### src/rtl/scancode_to_ascii_decoder_core_assert.svh
// ----------------------------------------------------------------------------
// Scan code decoder assertion macros
// Shared concurrent assertion forms, clocked on clk, disabled in reset.
// ----------------------------------------------------------------------------
`ifndef SCANCODE_TO_ASCII_DECODER_CORE_ASSERT_SVH
`define SCANCODE_TO_ASCII_DECODER_CORE_ASSERT_SVH

// same-cycle implication
`define SC2A_ASSERT_IMPL(label, ante, cons) \
  label: assert property (@(posedge clk) disable iff (!rst_n) (ante) |-> (cons)) \
    else $error("assertion failed");

// next-cycle implication
`define SC2A_ASSERT_NEXT(label, ante, cons) \
  label: assert property (@(posedge clk) disable iff (!rst_n) (ante) |=> (cons)) \
    else $error("assertion failed");

`endif

### src/rtl/sc2a_pkg.sv
// ----------------------------------------------------------------------------
// Scan code decoder package
// Key codes, modifier bit positions, decode types and the set-1 US tables.
// ----------------------------------------------------------------------------
package sc2a_pkg;

  localparam int CodeW  = 8;
  localparam int KeyW   = 7;
  localparam int CharW  = 7;
  localparam int ModW   = 6;

  localparam logic [KeyW-1:0] KeyCtrl    = 7'h1D;
  localparam logic [KeyW-1:0] KeyLShift  = 7'h2A;
  localparam logic [KeyW-1:0] KeyRShift  = 7'h36;
  localparam logic [KeyW-1:0] KeyAlt     = 7'h38;
  localparam logic [KeyW-1:0] KeyCaps    = 7'h3A;
  localparam logic [KeyW-1:0] KeyNum     = 7'h45;
  localparam logic [KeyW-1:0] KeyScroll  = 7'h46;

  localparam int ModAlt    = 0;
  localparam int ModCtrl   = 1;
  localparam int ModShift  = 2;
  localparam int ModCaps   = 3;
  localparam int ModNum    = 4;
  localparam int ModScroll = 5;

  localparam int BreakBit  = 7;

  typedef struct packed {
    logic              emit;
    logic [CharW-1:0]  ch;
    logic [ModW-1:0]   mod_nxt;
  } dec_res_t;

  function automatic logic [CharW-1:0] plain_char(input logic [KeyW-1:0] key);
    logic [CharW-1:0] c;
    case (key)
      7'h02: c = 7'h31;  7'h03: c = 7'h32;  7'h04: c = 7'h33;  7'h05: c = 7'h34;
      7'h06: c = 7'h35;  7'h07: c = 7'h36;  7'h08: c = 7'h37;  7'h09: c = 7'h38;
      7'h0A: c = 7'h39;  7'h0B: c = 7'h30;  7'h0C: c = 7'h2D;  7'h0D: c = 7'h3D;
      7'h0E: c = 7'h08;  7'h0F: c = 7'h09;
      7'h10: c = 7'h71;  7'h11: c = 7'h77;  7'h12: c = 7'h65;  7'h13: c = 7'h72;
      7'h14: c = 7'h74;  7'h15: c = 7'h79;  7'h16: c = 7'h75;  7'h17: c = 7'h69;
      7'h18: c = 7'h6F;  7'h19: c = 7'h70;  7'h1A: c = 7'h5B;  7'h1B: c = 7'h5D;
      7'h1C: c = 7'h0A;
      7'h1E: c = 7'h61;  7'h1F: c = 7'h73;  7'h20: c = 7'h64;  7'h21: c = 7'h66;
      7'h22: c = 7'h67;  7'h23: c = 7'h68;  7'h24: c = 7'h6A;  7'h25: c = 7'h6B;
      7'h26: c = 7'h6C;  7'h27: c = 7'h3B;  7'h28: c = 7'h27;  7'h29: c = 7'h60;
      7'h2B: c = 7'h5C;
      7'h2C: c = 7'h7A;  7'h2D: c = 7'h78;  7'h2E: c = 7'h63;  7'h2F: c = 7'h76;
      7'h30: c = 7'h62;  7'h31: c = 7'h6E;  7'h32: c = 7'h6D;  7'h33: c = 7'h2C;
      7'h34: c = 7'h2E;  7'h35: c = 7'h2F;
      7'h37: c = 7'h2A;  7'h39: c = 7'h20;
      7'h47: c = 7'h37;  7'h48: c = 7'h38;  7'h49: c = 7'h39;  7'h4A: c = 7'h2D;
      7'h4B: c = 7'h34;  7'h4C: c = 7'h35;  7'h4D: c = 7'h36;  7'h4E: c = 7'h2B;
      7'h4F: c = 7'h31;  7'h50: c = 7'h32;  7'h51: c = 7'h33;  7'h52: c = 7'h30;
      7'h53: c = 7'h2E;
      default: c = '0;
    endcase
    return c;
  endfunction

  function automatic logic [CharW-1:0] shift_char(input logic [KeyW-1:0] key);
    logic [CharW-1:0] c;
    case (key)
      7'h02: c = 7'h21;  7'h03: c = 7'h40;  7'h04: c = 7'h23;  7'h05: c = 7'h24;
      7'h06: c = 7'h25;  7'h07: c = 7'h5E;  7'h08: c = 7'h26;  7'h09: c = 7'h2A;
      7'h0A: c = 7'h28;  7'h0B: c = 7'h29;  7'h0C: c = 7'h5F;  7'h0D: c = 7'h2B;
      7'h10: c = 7'h51;  7'h11: c = 7'h57;  7'h12: c = 7'h45;  7'h13: c = 7'h52;
      7'h14: c = 7'h54;  7'h15: c = 7'h59;  7'h16: c = 7'h55;  7'h17: c = 7'h49;
      7'h18: c = 7'h4F;  7'h19: c = 7'h50;  7'h1A: c = 7'h7B;  7'h1B: c = 7'h7D;
      7'h1E: c = 7'h41;  7'h1F: c = 7'h53;  7'h20: c = 7'h44;  7'h21: c = 7'h46;
      7'h22: c = 7'h47;  7'h23: c = 7'h48;  7'h24: c = 7'h4A;  7'h25: c = 7'h4B;
      7'h26: c = 7'h4C;  7'h27: c = 7'h3A;  7'h28: c = 7'h22;  7'h29: c = 7'h7E;
      7'h2B: c = 7'h7C;
      7'h2C: c = 7'h5A;  7'h2D: c = 7'h58;  7'h2E: c = 7'h43;  7'h2F: c = 7'h56;
      7'h30: c = 7'h42;  7'h31: c = 7'h4E;  7'h32: c = 7'h4D;  7'h33: c = 7'h3C;
      7'h34: c = 7'h3E;  7'h35: c = 7'h3F;
      default: c = plain_char(key);
    endcase
    return c;
  endfunction

endpackage

### src/rtl/sc2a_decode.sv
// ----------------------------------------------------------------------------
// Scan code decode
// Modifier update and table lookup for one registered scan code.
// ----------------------------------------------------------------------------
module sc2a_decode
  import sc2a_pkg::*;
(
  input  logic [CodeW-1:0] code,
  input  logic [ModW-1:0]  mod_cur,
  output dec_res_t         res
);

  logic [KeyW-1:0]  key;
  logic             brk;
  logic [ModW-1:0]  mod_nxt;
  logic [CharW-1:0] pch;

  assign key = code[KeyW-1:0];
  assign brk = code[BreakBit];
  assign pch = plain_char(key);

  always_comb begin
    mod_nxt = mod_cur;
    if (brk) begin
      case (key)
        KeyCtrl:   mod_nxt[ModCtrl]  = 1'b0;
        KeyLShift: mod_nxt[ModShift] = 1'b0;
        KeyRShift: mod_nxt[ModShift] = 1'b0;
        KeyAlt:    mod_nxt[ModAlt]   = 1'b0;
        default:   mod_nxt = mod_cur;
      endcase
    end else begin
      case (key)
        KeyCtrl:   mod_nxt[ModCtrl]   = 1'b1;
        KeyLShift: mod_nxt[ModShift]  = 1'b1;
        KeyRShift: mod_nxt[ModShift]  = 1'b1;
        KeyAlt:    mod_nxt[ModAlt]    = 1'b1;
        KeyCaps:   mod_nxt[ModCaps]   = ~mod_cur[ModCaps];
        KeyNum:    mod_nxt[ModNum]    = ~mod_cur[ModNum];
        KeyScroll: mod_nxt[ModScroll] = ~mod_cur[ModScroll];
        default:   mod_nxt = mod_cur;
      endcase
    end
  end

  always_comb begin
    res.mod_nxt = mod_nxt;
    res.emit    = !brk && (pch != '0);
    res.ch      = (mod_nxt[ModShift] || mod_nxt[ModCaps]) ? shift_char(key) : pch;
  end

endmodule

### src/rtl/scancode_to_ascii_decoder_core.sv
// Throughput: one scan code per cycle, limited only by the output register.
// Each request sits in the input register, decodes, and loads the result register if it yields a character.
// Reset (rst_n low, synchronous) clears the tracked modifier flags and both valid bits, not the output registers.
// ----------------------------------------------------------------------------
// Scan code to ASCII decoder core
// Set-1 US layout decoder with modifier tracking, valid/ready on both sides.
// ----------------------------------------------------------------------------
module scancode_to_ascii_decoder_core
  import sc2a_pkg::*;
(
  input  logic             clk,
  input  logic             rst_n,
  input  logic             in_valid,
  output logic             in_ready,
  input  logic [CodeW-1:0] in_scan_code,
  output logic             out_valid,
  input  logic             out_ready,
  output logic [CharW-1:0] out_ascii_char,
  output logic [ModW-1:0]  out_modifier_flags
);

  `include "scancode_to_ascii_decoder_core_assert.svh"

  logic             s1_valid_r, s1_valid_nxt;
  logic [CodeW-1:0] s1_code_r;
  logic [ModW-1:0]  mod_r;
  logic             out_valid_r, out_valid_nxt;
  logic [CharW-1:0] out_char_r;
  logic [ModW-1:0]  out_mod_r;
  logic             out_free;
  logic             advance;
  dec_res_t         dec;

  sc2a_decode u_decode (
    .code    (s1_code_r),
    .mod_cur (mod_r),
    .res     (dec)
  );

  assign out_free = !out_valid_r || out_ready;
  assign advance  = s1_valid_r && (!dec.emit || out_free);
  assign in_ready = !s1_valid_r || advance;

  always_comb begin
    s1_valid_nxt = s1_valid_r;
    if (in_valid && in_ready) begin
      s1_valid_nxt = 1'b1;
    end else if (advance) begin
      s1_valid_nxt = 1'b0;
    end
  end

  always_comb begin
    out_valid_nxt = out_valid_r;
    if (advance && dec.emit) begin
      out_valid_nxt = 1'b1;
    end else if (out_ready) begin
      out_valid_nxt = 1'b0;
    end
  end

  always_ff @(posedge clk) begin
    if (!rst_n) begin
      s1_valid_r  <= 1'b0;
      out_valid_r <= 1'b0;
      mod_r       <= '0;
    end else begin
      s1_valid_r  <= s1_valid_nxt;
      out_valid_r <= out_valid_nxt;
      if (advance) begin
        mod_r <= dec.mod_nxt;
      end
    end
  end

  always_ff @(posedge clk) begin
    if (in_valid && in_ready) begin
      s1_code_r <= in_scan_code;
    end
    if (advance && dec.emit) begin
      out_char_r <= dec.ch;
      out_mod_r  <= dec.mod_nxt;
    end
  end

  assign out_valid          = out_valid_r;
  assign out_ascii_char     = out_char_r;
  assign out_modifier_flags = out_mod_r;

  `SC2A_ASSERT_IMPL(a_out_char_nonzero, out_valid_r, out_char_r != '0)
  `SC2A_ASSERT_NEXT(a_out_mod_matches, advance && dec.emit, out_mod_r == mod_r)
  `SC2A_ASSERT_NEXT(a_break_no_result, advance && s1_code_r[BreakBit],
                    out_valid_r == $past(out_valid_r && !out_ready))
  `SC2A_ASSERT_IMPL(a_stall_needs_item, !in_ready, s1_valid_r && out_valid_r)

endmodule
### config.mk
export PLATFORM = sky130hd
export DESIGN_NAME = scancode_to_ascii_decoder_core
export DESIGN_NICKNAME = d
export VERILOG_FILES = /design/src/rtl/sc2a_pkg.sv /design/src/rtl/sc2a_decode.sv /design/src/rtl/scancode_to_ascii_decoder_core.sv
export VERILOG_INCLUDE_DIRS = /design/src /design/src/rtl
export SDC_FILE = /design/constraint.sdc
export NUM_CORES = 1
export LEC_CHECK = 0
export BUFFER_PORTS_ARGS = -buffer_cell sky130_fd_sc_hd__buf_2
export CAP_MARGIN = 5
export CORE_MARGIN = 1.5
export CORE_UTILIZATION = 61
export DETAILED_ROUTE_END_ITERATION = 12
export GPL_TIMING_DRIVEN = 0
export PLACE_DENSITY = 0.9
export SLEW_MARGIN = 20
export SYNTH_ARGS = -nofsm -noshare
export SYNTH_HDL_FRONTEND = slang
export SYNTH_HIERARCHICAL = 1
export SYNTH_SLANG_ARGS = --single-unit
### constraint.sdc
create_clock -name clk -period 5 [get_ports clk]
set_clock_uncertainty 0.15 [all_clocks]
set_input_delay 1 -clock clk [delete_from_list [all_inputs] [get_ports clk]]
set_output_delay 1 -clock clk [all_outputs]
set_load 0.01 [all_outputs]
After elaboration in Yosys (flattened, before gate mapping)
Memories as Yosys holds them, arrays and structs flattened. A register that Yosys moved wholly into a read port is not among the register bits.
Index checks and enable logic that the tools add are counted.
{"block": "word_totals", "regBits": 29, "mem_bits_ro": 1792, "in_bits": 12, "elab_cells": 99, "mem_count": 2}
{"memory": "(name not given)", "depth": 128, "word_bits": 7, "read_ports": 1, "rd_ports_with_merged_regs": 1, "write_ports": 0, "line_no": "sc2a_pkg.sv:37", "rtl": "case (key)"}
{"memory": "(name not given)", "depth": 128, "word_bits": 7, "read_ports": 1, "rd_ports_with_merged_regs": 1, "write_ports": 0, "line_no": "sc2a_pkg.sv:37"}
{"block": "classes", "eq_ne": 54, "n_mux": 18, "bitwise": 3, "reduce_logical": 16}
{"operator": "$pmux 7 s47", "n": 1}
{"operator": "$eq 7x6->1 const B", "n": 25}
{"operator": "$eq 7x5->1 const B", "n": 15}
{"operator": "$eq 7x4->1 const B", "n": 6}
{"operator": "$eq 7x3->1 const B", "n": 4}
{"operator": "$mux 7", "n": 3}
{"operator": "$eq 7x2->1 const B", "n": 2}
{"operator": "$eq 7x7->1 const B", "n": 2}
{"operator": "$mux 1", "n": 13}
{"operator": "$reduce_bool 7->1", "n": 1}
{"operator": "$mux 6", "n": 1}
{"operator": "$logic_and 1x1->1", "n": 4}
{"operator": "$logic_not 1->1", "n": 4}
{"operator": "$logic_or 1x1->1", "n": 4}
{"operator": "$reduce_bool 2->1", "n": 2}
{"operator": "$not 1->1", "n": 3}
{"operator": "$reduce_or 2->1", "n": 1}

Logic depth before layout (Yosys ltp)
{"block": "depth", "ltp_word": 8, "depth_mapped": 14, "mapped_depth_nobuf": 11}

Hierarchy
The synthesis kept the hierarchy.
{"module": "sc2a_decode", "n_inst": 1, "cells_per_inst": 329, "area_each_um2": 2142.1, "seq_area_each_um2": 0.0}
{"module": "scancode_to_ascii_decoder_core", "n_inst": 1, "cells_per_inst": 57, "area_each_um2": 975.9, "seq_area_each_um2": 790.8}

Worst setup path before layout
OpenSTA, ideal clock, no wires.
{"block": "synth_timing", "path_kind": "register to output", "from": "register s1_code_r[1] (netlist name)", "to": "output in_ready", "arrival_time_ns": 2.760, "t_required_ns": 3.850, "path_slack_ns": 1.090, "stages_incl_launch_ff": 13, "n_path_buf": 2, "cell_sequence": "edfxtp_1 clkbuf_1 inv_1 ha_1 clkbuf_1 nor2b_1 nor3_1 a311oi_1 o22ai_1 and3b_1 a41oi_1 and2_1 nand2_1"}
{"item": "end: declaration", "line_no": "scancode_to_ascii_decoder_core.sv:14", "rtl": "output logic in_ready,"}

==> flow_summary.yaml <==
run_status:
  status: "finished clean"
die:
  dieArea_um2: 5550
  start_util: 0.6473
  die-height_um: 74.50
  die_x_um: 74.50
  rows: 25
  design.core.area_um2: 4817
  io_pins: 27
worst_setup_path:
  critical-path-max-stage-delay_ps: 490
  path_max_fanout: 10
  criticalPathCategory: "reg -> out"
  reg2reg_slack_ps: 830
  crit_top_cell: "buf_2"
  crit_path_start_kind: "flip-flop"
  arrival_ps: 3800
  crit_required_ps: 3850
  cp_slowest_cell: "edfxtp_1"
  crit_path_end_kind: "output port"
  crit_buf_inv: 5
  crit_family: "buffers and inverters"
  crit_chain: "clkbuf_2 -> inv_1 -> ha_2 -> clkbuf_4 -> buf_2 -> mux2i_1 -> nor3_1 -> a311oi_1 -> o22ai_1 -> and3b_1 -> a41oi_4 -> and2_1 -> nand2_1 -> buf_2"
timing:
  finalHoldViolCount: 0
  period_needed_ps: 4950
  rsz0062_at_grt: "no"
  relSlewSlack: 0.5157
  slew_violations: 0
  fmax_ghz: 0.2020
  worst_slew_pin_slew_ps: 716.6
  worst_slack_ps: 49.92
  fin_setup_tns_ps: 0
  setup_viol: 0
  fin_crit_sh: 0.9900
finish:
  final_util: 0.7179
  drive_gt1_frac: 0.2024
  syn_to_final_growth_pct: 10.92
  final_area_um2: 3458
  antennaDiodeCount: 0
  layout_common_cells: "buf_2, nand2_1, nor2_1, o21ai_0, edfxtp_1"
  final_common_cell: "buf_2"
  final_nets: 443
grt:
  antenna_found_initial: 0
  grt_pass1_wl_um: 17220
  grt_overflow: 0
  grt_max_degree: 14
  grt_util_all_layers: 0.4262
  grt_pass1_vias: 3262
route:
  vias: 3617
  dr.pass1.iters: 6
  routed.top_layer: "met4"
  initialDrtViolationCount: 721
  wl_met3_um: 1685
  wl_met1_um: 4081
  wl_met2_um: 4718
  ant_nets: 0
  vias_per_cell: 7.427
  remaining_drc_errors: 0
  wl_per_cell_um: 23.41
  totalWireLength_um: 11400
yosys:
  synth_nets: 410
  synth_top_area_frac: 0.2022
  yosys_most_used_dff: "edfxtp_1"
  postSynthAreaPerCell_um2: 8.078
  netlist_top_cells_area: "edfxtp_1, dfxtp_1, nand2_1"
  syn-cell-area_um2: 3118
  synthArstFlopShare: 0
  ys_seq_elements: 29
  syn_inst: 386
  yosysWarnings: 6
  yosysUniqueCellTypes: 72
  synth_edf_count: 21
  ys_seq_area_frac: 0.2536
  yosysTopAreaCell: "edfxtp_1"
cts:
  cts_sinks: 29
  clk_pin_slew_worst_paths_ps: 60
  htree_levels: 2
  cts-root-buf: "clkbuf_8"
  ctsHoldBuffers: 0
  clk_path_buf_depth: 2
  cts_tree: "done"
  clk_latency_ps: 290
  numCtsBuffers: 5
  postCtsSetupBuffers: 0
placed_design:
  dp_hpwl_um: 8199
  dpl_cell_area_um2: 3332
  port_buffers: 26
  post-place-ws_ps: -38.67
  place.gp.congestion: 1.127
min_path:
  hold_path.class: "reg -> reg"
power:
  irDropWorstVdd_uv: 196.0
  powerDensity_nw_per_um2: 198.1
  fin_total_pwr_uw: 685.3
  p_leak_nw: 1.316
run:
  maxCapViolCount: 0
==> path summary, 6_finish.rpt <==
| kind | startpoint | to | depth (start not counted) |
|---|---|---|---|
| worst max-delay path | s1_code_r[0] | in_ready | 14 |
| worst min-delay path | mod_r[1] | mod_r[1] | 2 |
| worst max register to register | s1_code_r[1] | out_modifier_flags[1] | 12 |
| worst min register to register | mod_r[1] | mod_r[1] | 2 |
==> worst min-delay path, cell delays in order (launching register included) <==
cell     delay [ps]
dfxtp_1         310
nand2_1          50
mux2i_1          60
==> final cells by class <==
cell class	instances	area [µm²]
buffer	37	201.4
clock buffer	8	80.08
fill	397	1359
inverter	10	37.54
multi-input combinational	310	2135
sequential	29	790.8
tap	67	83.83
timing repair buffer	26	130.1
==> routing by layer <==
metal | global-route usage | up-vias
li1 | - | 1528
met1 | 0.5587 | 1594
met2 | 0.6210 | 393
met3 | 0.1003 | 102
met4 | 0.2869 | 0
met5 | 0 | -
==> cell families after synthesis <==
family | synth area share
flops | 0.2536
fa+ha+maj | 0.04815
compound gates | 0.2869
xor+xnor | 0.01685
buf+inv | 0.07383
simple gates | 0.2588
mux | 0.06180
==> registers in the layout, indices dropped and copies added, names as in the netlist <==
register	count
mod_r	6
s1_code_r	8
out_valid	1
out_modifier_flags	6
s1_valid_r	1
out_ascii_char	7
==> cell usage after synthesis (3+ instances only) <==
master	count
nand2b_1	12
dfxtp_1	8
clkbuf_1	7
a211oi_1	4
a31oi_1	8
nor2b_1	15
nor2_1	25
and2_1	3
a311oi_1	4
mux2i_1	14
buf_2	25
inv_1	9
edfxtp_1	21
o211ai_1	8
o31ai_1	4
a221o_1	3
o311ai_0	3
xor2_1	4
nand3_1	11
nor3_1	17
o22ai_1	7
and3_1	3
nand2_1	41
o21ai_0	25
a221oi_1	5
a21oi_1	17
ha_1	12
a22oi_1	6
==> per-stage QoR <==
stage          hold slack (ps)  instances
2_1_floorplan            281.3        386
3_3_place_gp             292.6        479
3_5_place_dp             304.9        479
4_1_cts                  312.7        487
5_1_grt                  351.0        487
6_report                 312.1        487
==> report_power, final <==
group          switching [mW]  internal [mW]
Sequential            0.00751          0.267
Combinational           0.148         0.0758
Clock                  0.0877         0.0986
Total                   0.244          0.442
==> repair_timing <==
action / CTS / global route
endpoints found under the hold margin: 0 / 0
setup endpoints to repair: 1 / 1
gates resized for setup: 6 / 10
(Power assumes the default switching activity.)
